<file path="src/rtl/core/uepb_pkg.sv">
// Shared types and constants for the ultrasonic echo proximity beeper.
// Used by every module under rtl/core; depends on nothing.
package uepb_pkg;

   localparam int TS_W        = 16;
   localparam int CFG_W       = 16;
   localparam int WIDTH_W     = 16;
   localparam int DIST_W      = 14;
   localparam int PERIOD_W    = 16;
   localparam int DIV_NUM_W   = 20;
   localparam int DIV_DEN_W   = 15;
   localparam int DIV_STEPS   = DIV_NUM_W;
   localparam int PROD_W      = CFG_W + DIV_DEN_W;
   localparam int DIST_PROD_W = 40;
   localparam int REQ_TDATA_W = 24;
   localparam int RSP_TDATA_W = 56;

   localparam logic [1:0] OP_ECHO   = 2'd0;
   localparam logic [1:0] OP_TICK   = 2'd1;
   localparam logic [1:0] OP_UPDATE = 2'd2;

   localparam logic [2:0] K_NONE   = 3'd0;
   localparam logic [2:0] K_RISE   = 3'd1;
   localparam logic [2:0] K_FALL   = 3'd2;
   localparam logic [2:0] K_TICK   = 3'd3;
   localparam logic [2:0] K_UPDATE = 3'd4;

   localparam logic [1:0] ZONE_BEEP  = 2'd0;
   localparam logic [1:0] ZONE_SOLID = 2'd1;
   localparam logic [1:0] ZONE_OFF   = 2'd2;

   localparam logic [1:0] CSR_NO_OBSTACLE = 2'd0;
   localparam logic [1:0] CSR_NEAR        = 2'd1;
   localparam logic [1:0] CSR_FAR         = 2'd2;

   localparam logic [CFG_W-1:0] NO_OBSTACLE_RESET = 16'd33;
   localparam logic [CFG_W-1:0] NEAR_RESET        = 16'd40;
   localparam logic [CFG_W-1:0] FAR_RESET         = 16'd800;

   localparam logic [DIV_NUM_W-1:0] PERIOD_NUM    = 20'd580000;
   localparam logic [DIV_NUM_W-1:0] PERIOD_NUM_M1 = 20'd579999;
   localparam logic [17:0]          DEN_BASE      = 18'd17980;
   localparam logic [PERIOD_W-1:0]  PERIOD_MAX    = 16'hFFFF;

   // distance = (width * 10 + 29) / 58 as (width * 10m + 29m) >> 26, m = ceil(2^26 / 58)
   localparam logic [23:0]            DIST_RECIP10 = 24'd11570500;
   localparam logic [DIST_PROD_W-1:0] DIST_BIAS    = 40'd33554450;

   typedef struct packed {
      logic [2:0]      kind;
      logic [TS_W-1:0] ts;
   } item_type;

   typedef struct packed {
      logic [PERIOD_W-1:0] period_ms;
      logic [DIST_W-1:0]   distance_tenths_cm;
      logic [WIDTH_W-1:0]  echo_width_us;
      logic [1:0]          zone;
      logic                beep_active;
      logic                beeper_on;
   } rsp_type;

endpackage

</file>
<file path="src/rtl/core/uepb_front.sv">
// Front end: accepts requests, classifies them and holds them in a two-entry queue.
// Depends on uepb_pkg.
module uepb_front (
   input  logic                                  clock,
   input  logic                                  reset,
   input  logic                                  req_tvalid,
   output logic                                  req_tready,
   input  logic [1:0]                            req_tuser,
   input  logic [uepb_pkg::REQ_TDATA_W-1:0]      req_tdata,
   output logic                                  q_valid,
   output uepb_pkg::item_type                    q_item,
   input  logic                                  q_pop
);

   uepb_pkg::item_type slot_ff [2];
   logic               wr_ptr_ff, wr_ptr_in;
   logic               rd_ptr_ff, rd_ptr_in;
   logic [1:0]         count_ff, count_in;
   uepb_pkg::item_type cls;
   logic               push;

   always_comb begin
      cls.ts = req_tdata[uepb_pkg::TS_W:1];
      case (req_tuser)
         uepb_pkg::OP_ECHO: begin
            cls.kind = req_tdata[0] ? uepb_pkg::K_RISE : uepb_pkg::K_FALL;
         end
         uepb_pkg::OP_TICK: begin
            cls.kind = uepb_pkg::K_TICK;
         end
         uepb_pkg::OP_UPDATE: begin
            cls.kind = uepb_pkg::K_UPDATE;
         end
         default: begin
            cls.kind = uepb_pkg::K_NONE;
         end
      endcase
   end

   assign req_tready = (count_ff != 2'd2);
   assign push       = req_tvalid && req_tready;
   assign q_valid    = (count_ff != 2'd0);
   assign q_item     = slot_ff[rd_ptr_ff];

   always_comb begin
      wr_ptr_in = push  ? ~wr_ptr_ff : wr_ptr_ff;
      rd_ptr_in = q_pop ? ~rd_ptr_ff : rd_ptr_ff;
      count_in  = count_ff + 2'(push) - 2'(q_pop);
   end

   always_ff @(posedge clock) begin
      if (reset) begin
         wr_ptr_ff <= 1'b0;
         rd_ptr_ff <= 1'b0;
         count_ff  <= 2'd0;
      end else begin
         wr_ptr_ff <= wr_ptr_in;
         rd_ptr_ff <= rd_ptr_in;
         count_ff  <= count_in;
      end
   end

   always_ff @(posedge clock) begin
      if (push) begin
         slot_ff[wr_ptr_ff] <= cls;
      end
   end

endmodule

</file>
<file path="src/rtl/core/uepb_div.sv">
// Restoring divider, one quotient bit per cycle.
// Depends on uepb_pkg.
module uepb_div (
   input  logic                               clock,
   input  logic                               reset,
   input  logic                               start,
   input  logic [uepb_pkg::DIV_NUM_W-1:0]     num,
   input  logic [uepb_pkg::DIV_DEN_W-1:0]     den,
   output logic                               done,
   output logic [uepb_pkg::DIV_NUM_W-1:0]     quot
);

   localparam int NW = uepb_pkg::DIV_NUM_W;
   localparam int DW = uepb_pkg::DIV_DEN_W;
   localparam int CW = $clog2(uepb_pkg::DIV_STEPS + 1);

   logic [NW-1:0] num_ff, num_in;
   logic [DW-1:0] den_ff, den_in;
   logic [DW-1:0] rem_ff, rem_in;
   logic [CW-1:0] cnt_ff, cnt_in;
   logic          done_ff, done_in;
   logic [DW:0]   shifted;
   logic [DW+1:0] diff;

   always_comb begin
      shifted = {rem_ff, num_ff[NW-1]};
      diff    = {1'b0, shifted} - {2'b00, den_ff};
      num_in  = num_ff;
      den_in  = den_ff;
      rem_in  = rem_ff;
      cnt_in  = cnt_ff;
      done_in = 1'b0;
      if (start) begin
         num_in = num;
         den_in = den;
         rem_in = '0;
         cnt_in = CW'(uepb_pkg::DIV_STEPS);
      end else if (cnt_ff != '0) begin
         if (!diff[DW+1]) begin
            rem_in = diff[DW-1:0];
            num_in = {num_ff[NW-2:0], 1'b1};
         end else begin
            rem_in = shifted[DW-1:0];
            num_in = {num_ff[NW-2:0], 1'b0};
         end
         cnt_in  = cnt_ff - 1'b1;
         done_in = (cnt_ff == CW'(1));
      end
   end

   always_ff @(posedge clock) begin
      if (reset) begin
         cnt_ff  <= '0;
         done_ff <= 1'b0;
      end else begin
         cnt_ff  <= cnt_in;
         done_ff <= done_in;
      end
   end

   always_ff @(posedge clock) begin
      num_ff <= num_in;
      den_ff <= den_in;
      rem_ff <= rem_in;
   end

   assign done = done_ff;
   assign quot = num_ff;

endmodule

</file>
<file path="src/rtl/core/uepb_back.sv">
// Back end: holds the sensor state and settings, executes queued requests and
// registers the response. Depends on uepb_pkg; drives the uepb_div unit.
module uepb_back (
   input  logic                               clock,
   input  logic                               reset,
   input  logic                               csr_we,
   input  logic [1:0]                         csr_index,
   input  logic [uepb_pkg::CFG_W-1:0]         csr_wdata,
   input  logic                               q_valid,
   input  uepb_pkg::item_type                 q_item,
   output logic                               q_pop,
   output logic                               div_start,
   output logic [uepb_pkg::DIV_NUM_W-1:0]     div_num,
   output logic [uepb_pkg::DIV_DEN_W-1:0]     div_den,
   input  logic                               div_done,
   input  logic [uepb_pkg::DIV_NUM_W-1:0]     div_quot,
   output logic                               rsp_tvalid,
   input  logic                               rsp_tready,
   output uepb_pkg::rsp_type                  rsp
);

   localparam logic ST_IDLE = 1'b0;
   localparam logic ST_WAIT = 1'b1;

   localparam int CW = uepb_pkg::CFG_W;
   localparam int DW = uepb_pkg::DIV_DEN_W;
   localparam int NW = uepb_pkg::DIV_NUM_W;
   localparam int PW = uepb_pkg::PROD_W;
   localparam int XW = uepb_pkg::DIST_PROD_W;

   logic [CW-1:0] no_obs_ff, near_ff, far_ff;

   logic                          state_ff, state_in;
   logic [2:0]                    job_ff, job_in;
   logic                          seen_ff, seen_in;
   logic [uepb_pkg::TS_W-1:0]     start_ff, start_in;
   logic [uepb_pkg::WIDTH_W-1:0]  width_ff, width_in;
   logic [uepb_pkg::DIST_W-1:0]   dist_ff, dist_in;
   logic [15:0]                   tick_ff, tick_in;
   logic [uepb_pkg::PERIOD_W-1:0] half_ff, half_in;
   logic                          toggle_ff, toggle_in;
   logic                          beeper_ff, beeper_in;
   logic [1:0]                    zone_ff, zone_in;
   logic [DW-1:0]                 den_ff, den_in;
   logic [1:0]                    mstep_ff, mstep_in;
   logic [PW-1:0]                 prod_ff, prod_in;
   logic                          gt_ff, gt_in, le_ff, le_in, ge_ff, ge_in;
   logic                          rsp_valid_ff, rsp_valid_in;
   uepb_pkg::rsp_type             rsp_ff, rsp_in;

   logic [uepb_pkg::WIDTH_W-1:0] fall_width;
   logic [17:0]                  three_w;
   logic                         den_pos;
   logic [DW-1:0]                den_val;
   logic [15:0]                  tick_next;
   logic [CW-1:0]                mul_a;
   logic [PW-1:0]                num_ext;
   logic [XW-1:0]                dist_prod;
   logic                         emit;

   always_ff @(posedge clock) begin
      if (reset) begin
         no_obs_ff <= uepb_pkg::NO_OBSTACLE_RESET;
         near_ff   <= uepb_pkg::NEAR_RESET;
         far_ff    <= uepb_pkg::FAR_RESET;
      end else if (csr_we) begin
         case (csr_index)
            uepb_pkg::CSR_NO_OBSTACLE: no_obs_ff <= csr_wdata;
            uepb_pkg::CSR_NEAR:        near_ff   <= csr_wdata;
            uepb_pkg::CSR_FAR:         far_ff    <= csr_wdata;
            default: begin
            end
         endcase
      end
   end

   always_comb begin
      fall_width = q_item.ts - start_ff;
      three_w    = {2'b00, width_ff} + {1'b0, width_ff, 1'b0};
      den_pos    = three_w < uepb_pkg::DEN_BASE;
      den_val    = DW'(uepb_pkg::DEN_BASE - three_w);
      tick_next  = tick_ff + 16'd1;
      num_ext    = PW'(uepb_pkg::PERIOD_NUM);
      dist_prod  = XW'(width_ff) * XW'(uepb_pkg::DIST_RECIP10) + uepb_pkg::DIST_BIAS;
      case (mstep_ff)
         2'd0:    mul_a = no_obs_ff;
         2'd1:    mul_a = near_ff;
         default: mul_a = far_ff;
      endcase
   end

   always_comb begin
      state_in  = state_ff;
      job_in    = job_ff;
      seen_in   = seen_ff;
      start_in  = start_ff;
      width_in  = width_ff;
      dist_in   = dist_ff;
      tick_in   = tick_ff;
      half_in   = half_ff;
      toggle_in = toggle_ff;
      beeper_in = beeper_ff;
      zone_in   = zone_ff;
      den_in    = den_ff;
      mstep_in  = mstep_ff;
      prod_in   = prod_ff;
      gt_in     = gt_ff;
      le_in     = le_ff;
      ge_in     = ge_ff;
      div_start = 1'b0;
      div_num   = '0;
      div_den   = '0;
      emit      = 1'b0;
      q_pop     = (state_ff == ST_IDLE) && q_valid && (!rsp_valid_ff || rsp_tready);

      if (q_pop) begin
         case (q_item.kind)
            uepb_pkg::K_RISE: begin
               if (!seen_ff) begin
                  seen_in  = 1'b1;
                  start_in = q_item.ts;
               end
               emit = 1'b1;
            end
            uepb_pkg::K_FALL: begin
               if (seen_ff) begin
                  seen_in  = 1'b0;
                  width_in = fall_width;
                  job_in   = uepb_pkg::K_FALL;
                  state_in = ST_WAIT;
               end else begin
                  emit = 1'b1;
               end
            end
            uepb_pkg::K_TICK: begin
               if (toggle_ff && (half_ff <= tick_next)) begin
                  beeper_in = ~beeper_ff;
                  tick_in   = '0;
               end else begin
                  tick_in = tick_next;
               end
               emit = 1'b1;
            end
            uepb_pkg::K_UPDATE: begin
               if (!den_pos) begin
                  half_in   = uepb_pkg::PERIOD_MAX;
                  toggle_in = 1'b0;
                  beeper_in = 1'b0;
                  zone_in   = uepb_pkg::ZONE_OFF;
                  emit      = 1'b1;
               end else begin
                  den_in    = den_val;
                  div_start = 1'b1;
                  div_num   = uepb_pkg::PERIOD_NUM_M1 + NW'(den_val);
                  div_den   = den_val;
                  mstep_in  = 2'd0;
                  job_in    = uepb_pkg::K_UPDATE;
                  state_in  = ST_WAIT;
               end
            end
            default: begin
               emit = 1'b1;
            end
         endcase
      end

      if (state_ff == ST_WAIT) begin
         prod_in = PW'(mul_a) * PW'(den_ff);
         if (mstep_ff != 2'd3) begin
            mstep_in = mstep_ff + 2'd1;
         end
         case (mstep_ff)
            2'd1:    gt_in = num_ext > prod_ff;
            2'd2:    le_in = num_ext <= prod_ff;
            2'd3:    ge_in = num_ext >= prod_ff;
            default: begin
            end
         endcase
         if (job_ff == uepb_pkg::K_FALL) begin
            dist_in  = dist_prod[XW-1:XW-uepb_pkg::DIST_W];
            emit     = 1'b1;
            state_in = ST_IDLE;
         end else if (div_done) begin
            half_in = (div_quot > NW'(uepb_pkg::PERIOD_MAX)) ?
                      uepb_pkg::PERIOD_MAX : div_quot[uepb_pkg::PERIOD_W-1:0];
            if (le_ff && gt_ff) begin
               toggle_in = 1'b0;
               beeper_in = 1'b1;
               zone_in   = uepb_pkg::ZONE_SOLID;
            end else if (ge_ff || le_ff) begin
               toggle_in = 1'b0;
               beeper_in = 1'b0;
               zone_in   = uepb_pkg::ZONE_OFF;
            end else begin
               toggle_in = 1'b1;
               zone_in   = uepb_pkg::ZONE_BEEP;
            end
            emit     = 1'b1;
            state_in = ST_IDLE;
         end
      end

      rsp_valid_in = emit || (rsp_valid_ff && !rsp_tready);
      rsp_in       = rsp_ff;
      if (emit) begin
         rsp_in.beeper_on          = beeper_in;
         rsp_in.beep_active        = toggle_in;
         rsp_in.zone               = zone_in;
         rsp_in.echo_width_us      = width_in;
         rsp_in.distance_tenths_cm = dist_in;
         rsp_in.period_ms          = half_in;
      end
   end

   always_ff @(posedge clock) begin
      if (reset) begin
         state_ff     <= ST_IDLE;
         seen_ff      <= 1'b0;
         start_ff     <= '0;
         width_ff     <= '0;
         dist_ff      <= '0;
         tick_ff      <= '0;
         half_ff      <= '0;
         toggle_ff    <= 1'b1;
         beeper_ff    <= 1'b1;
         zone_ff      <= uepb_pkg::ZONE_BEEP;
         mstep_ff     <= 2'd0;
         rsp_valid_ff <= 1'b0;
      end else begin
         state_ff     <= state_in;
         seen_ff      <= seen_in;
         start_ff     <= start_in;
         width_ff     <= width_in;
         dist_ff      <= dist_in;
         tick_ff      <= tick_in;
         half_ff      <= half_in;
         toggle_ff    <= toggle_in;
         beeper_ff    <= beeper_in;
         zone_ff      <= zone_in;
         mstep_ff     <= mstep_in;
         rsp_valid_ff <= rsp_valid_in;
      end
   end

   always_ff @(posedge clock) begin
      job_ff  <= job_in;
      den_ff  <= den_in;
      prod_ff <= prod_in;
      gt_ff   <= gt_in;
      le_ff   <= le_in;
      ge_ff   <= ge_in;
      rsp_ff  <= rsp_in;
   end

   assign rsp_tvalid = rsp_valid_ff;
   assign rsp        = rsp_ff;

endmodule

</file>
<file path="src/rtl/core/ultrasonic_echo_proximity_beeper.sv">
// Top level of the ultrasonic echo proximity beeper.
// Depends on uepb_pkg, uepb_front, uepb_div and uepb_back.
//
// Usage:
//   req_* carries requests: tuser selects echo level change, millisecond tick or
//   measurement update; tdata holds the echo level and the microsecond timestamp.
//   rsp_* returns one response per request with the beeper state after it.
//   csr_* writes the no-obstacle, near and far period thresholds; index 3 is ignored.
// Flow:
//   A two-entry queue sits between the request side and the execution side.
//   Rise, tick, unused and unpaired falling-edge requests go from the queue slot
//   to the response register; a falling echo edge that ends a pulse also passes the
//   wait state, its distance taken by a constant multiply. A measurement update waits
//   there for the 20-step period divider. No new request executes while in the wait
//   state; otherwise the rate is one request per cycle while rsp is not stalled.
//   A measurement update with a non-positive denominator skips the divider and wait state.
// Reset empties the queue and drops rsp_tvalid; thresholds return to 33, 40, 800.
// A stalled rsp holds its data; execution waits and the queue fills, then req_tready drops.
module ultrasonic_echo_proximity_beeper (
   input  logic                                  clock,
   input  logic                                  reset,
   input  logic                                  req_tvalid,
   output logic                                  req_tready,
   input  logic [1:0]                            req_tuser,  // operation
   input  logic [uepb_pkg::REQ_TDATA_W-1:0]      req_tdata,  // echo_level, timestamp_us
   output logic                                  rsp_tvalid,
   input  logic                                  rsp_tready,
   // beeper_on, beep_active, zone, echo_width_us, distance_tenths_cm, period_ms
   output logic [uepb_pkg::RSP_TDATA_W-1:0]      rsp_tdata,
   input  logic                                  csr_we,
   input  logic [1:0]                            csr_index,
   input  logic [uepb_pkg::CFG_W-1:0]            csr_wdata
);

   logic                               q_valid;
   uepb_pkg::item_type                 q_item;
   logic                               q_pop;
   logic                               div_start;
   logic [uepb_pkg::DIV_NUM_W-1:0]     div_num;
   logic [uepb_pkg::DIV_DEN_W-1:0]     div_den;
   logic                               div_done;
   logic [uepb_pkg::DIV_NUM_W-1:0]     div_quot;
   uepb_pkg::rsp_type                  rsp;

   uepb_front u_front (
      .clock      (clock),
      .reset      (reset),
      .req_tvalid (req_tvalid),
      .req_tready (req_tready),
      .req_tuser  (req_tuser),
      .req_tdata  (req_tdata),
      .q_valid    (q_valid),
      .q_item     (q_item),
      .q_pop      (q_pop)
   );

   uepb_div u_div (
      .clock (clock),
      .reset (reset),
      .start (div_start),
      .num   (div_num),
      .den   (div_den),
      .done  (div_done),
      .quot  (div_quot)
   );

   uepb_back u_back (
      .clock      (clock),
      .reset      (reset),
      .csr_we     (csr_we),
      .csr_index  (csr_index),
      .csr_wdata  (csr_wdata),
      .q_valid    (q_valid),
      .q_item     (q_item),
      .q_pop      (q_pop),
      .div_start  (div_start),
      .div_num    (div_num),
      .div_den    (div_den),
      .div_done   (div_done),
      .div_quot   (div_quot),
      .rsp_tvalid (rsp_tvalid),
      .rsp_tready (rsp_tready),
      .rsp        (rsp)
   );

   assign rsp_tdata = {{(uepb_pkg::RSP_TDATA_W - $bits(uepb_pkg::rsp_type)){1'b0}}, rsp};

endmodule
</file>
<file path="config.mk">
export PLATFORM = sky130hd
export DESIGN_NAME = ultrasonic_echo_proximity_beeper
export DESIGN_NICKNAME = d
export VERILOG_FILES = /design/src/rtl/core/uepb_pkg.sv /design/src/rtl/core/uepb_front.sv /design/src/rtl/core/uepb_div.sv /design/src/rtl/core/uepb_back.sv /design/src/rtl/core/ultrasonic_echo_proximity_beeper.sv
export SDC_FILE = /design/constraint.sdc
export NUM_CORES = 2
export LEC_CHECK = 0
export BUFFER_PORTS_ARGS = -buffer_cell sky130_fd_sc_hd__buf_4
export CORE_ASPECT_RATIO = 1.75
export CORE_MARGIN = 1.5
export CORE_UTILIZATION = 64
export CTS_CLUSTER_SIZE = 20
export DETAILED_ROUTE_END_ITERATION = 16
export GPL_TIMING_DRIVEN = 1
export PLACE_DENSITY = 0.79
export SKIP_CTS_REPAIR_TIMING = 1
export SYNTH_ARGS = -nofsm -noshare
export SYNTH_HDL_FRONTEND = slang
export SYNTH_SLANG_ARGS = --single-unit
</file>
<file path="constraint.sdc">
create_clock -name clock -period 10.2 [get_ports clock]
set_input_delay 0.51 -clock clock [delete_from_list [all_inputs] [get_ports clock]]
set_output_delay 0.51 -clock clock [all_outputs]
set_load 0.005 [all_outputs]
</file>
==> reports/results.txt <==
After synthesis, the mean cell area works out to 9.58 um2. For this run, the total global-route usage over all layers was measured as 31.9%. The count of H-tree levels built during CTS came out at 1. Startpoint of the most critical setup path: u_back.mstep_ff[0]. In this run the deepest clock path goes through 3 buffers. The synthesized netlist devotes 10.5% of its cell area to compound gates. The routability congestion estimate from global placement came out at 0.929.

Area added between synthesis and finish: 7.30%. The kind of start point of the critical path is a flip-flop. The placeable core area is 45,100 um2. Yosys mapped a number of flops with a built-in enable equal to 174. Launching point of the worst reg2reg path: u_back.mstep_ff[0]. Count of cell types in the netlist: 94. The worst reg2reg path endpoint was u_back.prod_ff[25]. Summing the areas of all xor and xnor instances in the mapped netlist gives 3.86% of the synthesized area. For this configuration, the core starts out at a cell density of 64.9%. Number of max-cap violations: 0. Path category of the worst min-delay check: in -> reg. The number of max-slew violations in the final report is 0. For this run, the share of the core covered by cells in the final layout is 69.6%. The first-pass GRT wire length is 117,000 um, and the global route total overflow is 0.

The share of post-route cells with drive strength above 1 was 7.02%. The logs give 0 for the initial antenna violation count and 0 for the synthesis warning total. sky130_fd_sc_hd__fa_1 takes more of the synthesized area than any other cell. Sorting the synthesized cells by area gives the leading types as sky130_fd_sc_hd__fa_1 (18%), sky130_fd_sc_hd__edfxtp_1 (18%), sky130_fd_sc_hd__ha_1 (14%).

The sum of buffers and inverters on the critical path was 4. For this design, the slowest cell found on the critical path is sky130_fd_sc_hd__nor2_1. The cell family contributing the most delay on the critical path is adder cells. The critical path's largest stage delay works out to 1.02 ns. By count the netlist is led by sky130_fd_sc_hd__inv_1 (426), sky130_fd_sc_hd__nand2_1 (376), sky130_fd_sc_hd__ha_1 (325). The largest net degree at the start of global routing came out at 70.

Setup violations remaining at the end of the flow were counted as 0. The tools report the worst endpoint data arrival time as 8.96 ns. The worst setup path is of the reg -> reg kind. In this run the number of cells on the critical path is 27.

In the synthesized netlist, the number of instances is 3,054. In this run the remaining antenna-violating nets after routing total 0. The run gives 107 as the count of pins on the block boundary.

Once detailed placement completed, the half-perimeter wirelength came to 56,400 um. TritonCTS built the clock tree. Counting stages on the worst path, the most repeated cell is sky130_fd_sc_hd__fa_1. The area enclosed by the die boundary is 47,100 um2, and the final routed DRC violation total is 0.

In the finished design, the share of the clock period the worst path needs comes to 84.6%. The tools report the via count of the first global-routing pass as 23,600. Before CTS, the worst setup slack after placement is 1.73 ns. The net count of the finished layout is 3,730. The actual slew at the worst max-slew pin was 1.27 ns; the average wire per standard cell was 19.6 um. Of all flip-flops after synthesis, the portion carrying an async set or reset was 0%.

In the global route stage, met3 resource usage came out at 3.48%. The clock latency at the later pin of the worst-skew pair was 0.60 ns. The run gives 0.309 mV as the worst supply voltage drop on vdd. After synthesis, the largest area contributor takes up 17.9% of total cell area. For this design, the sink count on the clock tree is 335. In this run the register-to-register setup slack is 1.57 ns.

The run gives 7 as the total iterations of the first detailed-routing run. For the total routed wirelength, the log shows 72,300 um. In this run the worst setup path terminates at u_back.prod_ff[25]. The width of the chip came out at 165 um.

The count of buffers inserted at the top-level ports came out at 93. CTS placed an instance of sky130_fd_sc_hd__clkbuf_16 at the clock tree root. In this run the most used layer during global routing was met2.

The run finished with clean final reports. In this run the power density over the cells is 214 nW/um2. The number of standard-cell rows in the floorplan is 103, and the worst-path maximum fanout is 17.

Global routing used 31.3% of the available met1 tracks. Setup repair after global routing left no endpoint under its margin. The share of the Yosys chip area taken by registers is 28.9%. Flip-flop cell with the highest count after synthesis: sky130_fd_sc_hd__edfxtp_1. Measured in cells, the most critical reg-to-reg path has a length of 27.

The repair_antennas step left the layout with diodes totalling 0. STA classifies the critical path endpoint as a flip-flop. The worst path meets setup with 1.57 ns of slack. The max-slew headroom at the worst pin is 15.0%. The height of the die is 286 um, and the fraction of synthesized area in multiplexers is 2.06%. The time the worst path needs with I/O delays and setup was 8.63 ns; the total negative setup slack was 0 ns. In the global route stage, met2 resource usage came out at 59.7%. Dividing the detail-routed via count by the number of cells gives 5.97. For this block, the initial DRC count from the detailed router was 1,319. The clock transition at the register clock pins on the worst setup and hold paths after CTS was 0.06 ns. The final-report hold violation count was 0; the number of buffers inserted during clock tree synthesis was 31. The run gives 0.0262 ns as the clock skew after layout. Counting flops and latches in the post-synthesis netlist gives 335.

For the netlist area before placement, the log shows 29,300 um2. Static timing analysis puts the maximum clock frequency at 116 MHz. For the worst setup path, the data required time is 10.53 ns. The combinational family with the most area after synthesis was adder cells. Summing the areas of all fa, ha and maj instances in the mapped netlist gives 31.7% of the synthesized area. The detailed router placed 22,100 vias in this run. The simple-gate share of the synthesized area is 15.9%. In this run the static leakage power is 0.0147 uW. Most common cell in the netlist: sky130_fd_sc_hd__inv_1.
flip-flops by register name, summed over array words and instances (netlist names), 16 cells and up, named ones only:
register and count:
u_div.quot 20, u_back.tick_ff 16, u_back.near_ff 16, u_back.width_ff 16
u_back.start_ff 16, u_back.rsp 50, u_back.no_obs_ff 16, u_back.far_ff 16
u_back.half_ff 16, u_front.slot_ff 38, u_back.prod_ff 31
worst reg2reg max path: cells and delay by family, from the launching register on:
family	cells	cell delay, ns
AO/OA/AOI/OAI	9	1.69
XOR/XNOR	1	0.10
adder cells (fa/ha/maj)	8	3.89
buffers and inverters	4	0.25
flip-flops	1	0.39
AND/OR/NAND/NOR	5	2.04
final cells by class:
type,instances,area [um2]
clock buffers,36,795
well taps,577,722
repair buffers,111,833
clock inverters,22,213
flip-flops and latches,335,8450
fillers,3378,13700
multi-input cells,2190,18800
inverters,426,1600
kinds of logic after synthesis:
kind of cell             Yosys count
AND/OR/NAND/NOR                  945
flip-flops                       335
buffers and inverters            534
adder cells (fa/ha/maj)          586
multiplexers                      58
AO/OA/AOI/OAI                    467
XOR/XNOR                         128
other                              1
layout by cell type (no fill, tap or decap), drive strengths merged, types with 111 or more instances in the layout:
master,n
nand2,376
nor2,144
inv,430
fa,261
dfxtp,161
edfxtp,174
ha,325
and2,168
a21oi,154
buf,111
per-layer routing:
layer / wire [um] / up-vias / share of wire [%]
li1: - / 10200 / -
met1: 23800 / 10800 / 33
met2: 39600 / 677 / 55
met3: 2640 / 320 / 3.7
met4: 6300 / 0 / 8.7
met5: 0 / - / 0
through the flow:
stage	instance area, um2	hold WS, ns	power (uW)	instances
5_1_grt	31400	0.0788	7260	3697
4_1_cts	31400	0.0639	6750	3697
2_1_floorplan	29300	0.436	4540	3059
3_5_place_dp	30400	0.447	5530	3639
6_report	31400	0.0930	6720	3697
3_3_place_gp	30400	0.443	5400	3639
worst min-delay path by stage:
| stage | cells past startpoint | endpoint | start |
|---|---|---|---|
| 2_1_floorplan | 2 | u_back.near_ff[0] | u_back.near_ff[0] |
| 3_3_place_gp | 2 | u_back.no_obs_ff[1] | u_back.no_obs_ff[1] |
| 3_5_place_dp | 2 | u_back.no_obs_ff[7] | u_back.no_obs_ff[7] |
| 4_1_cts | 1 | u_front.slot_ff[0][4] | req_tdata[5] |
| 5_1_grt | 1 | u_front.slot_ff[1][8] | req_tdata[9] |
| 6_report | 1 | u_front.slot_ff[0][6] | req_tdata[7] |
power breakdown:
part	total, uW	switching (uW)	leakage (uW)	internal [uW]
clock	1170	533	0.000493	640
combinational	3540	2060	0.0113	1480
sequential	2010	152	0.00293	1860
total	6720	2750	0.0147	3980
Power figures use the tool's default switching activity.
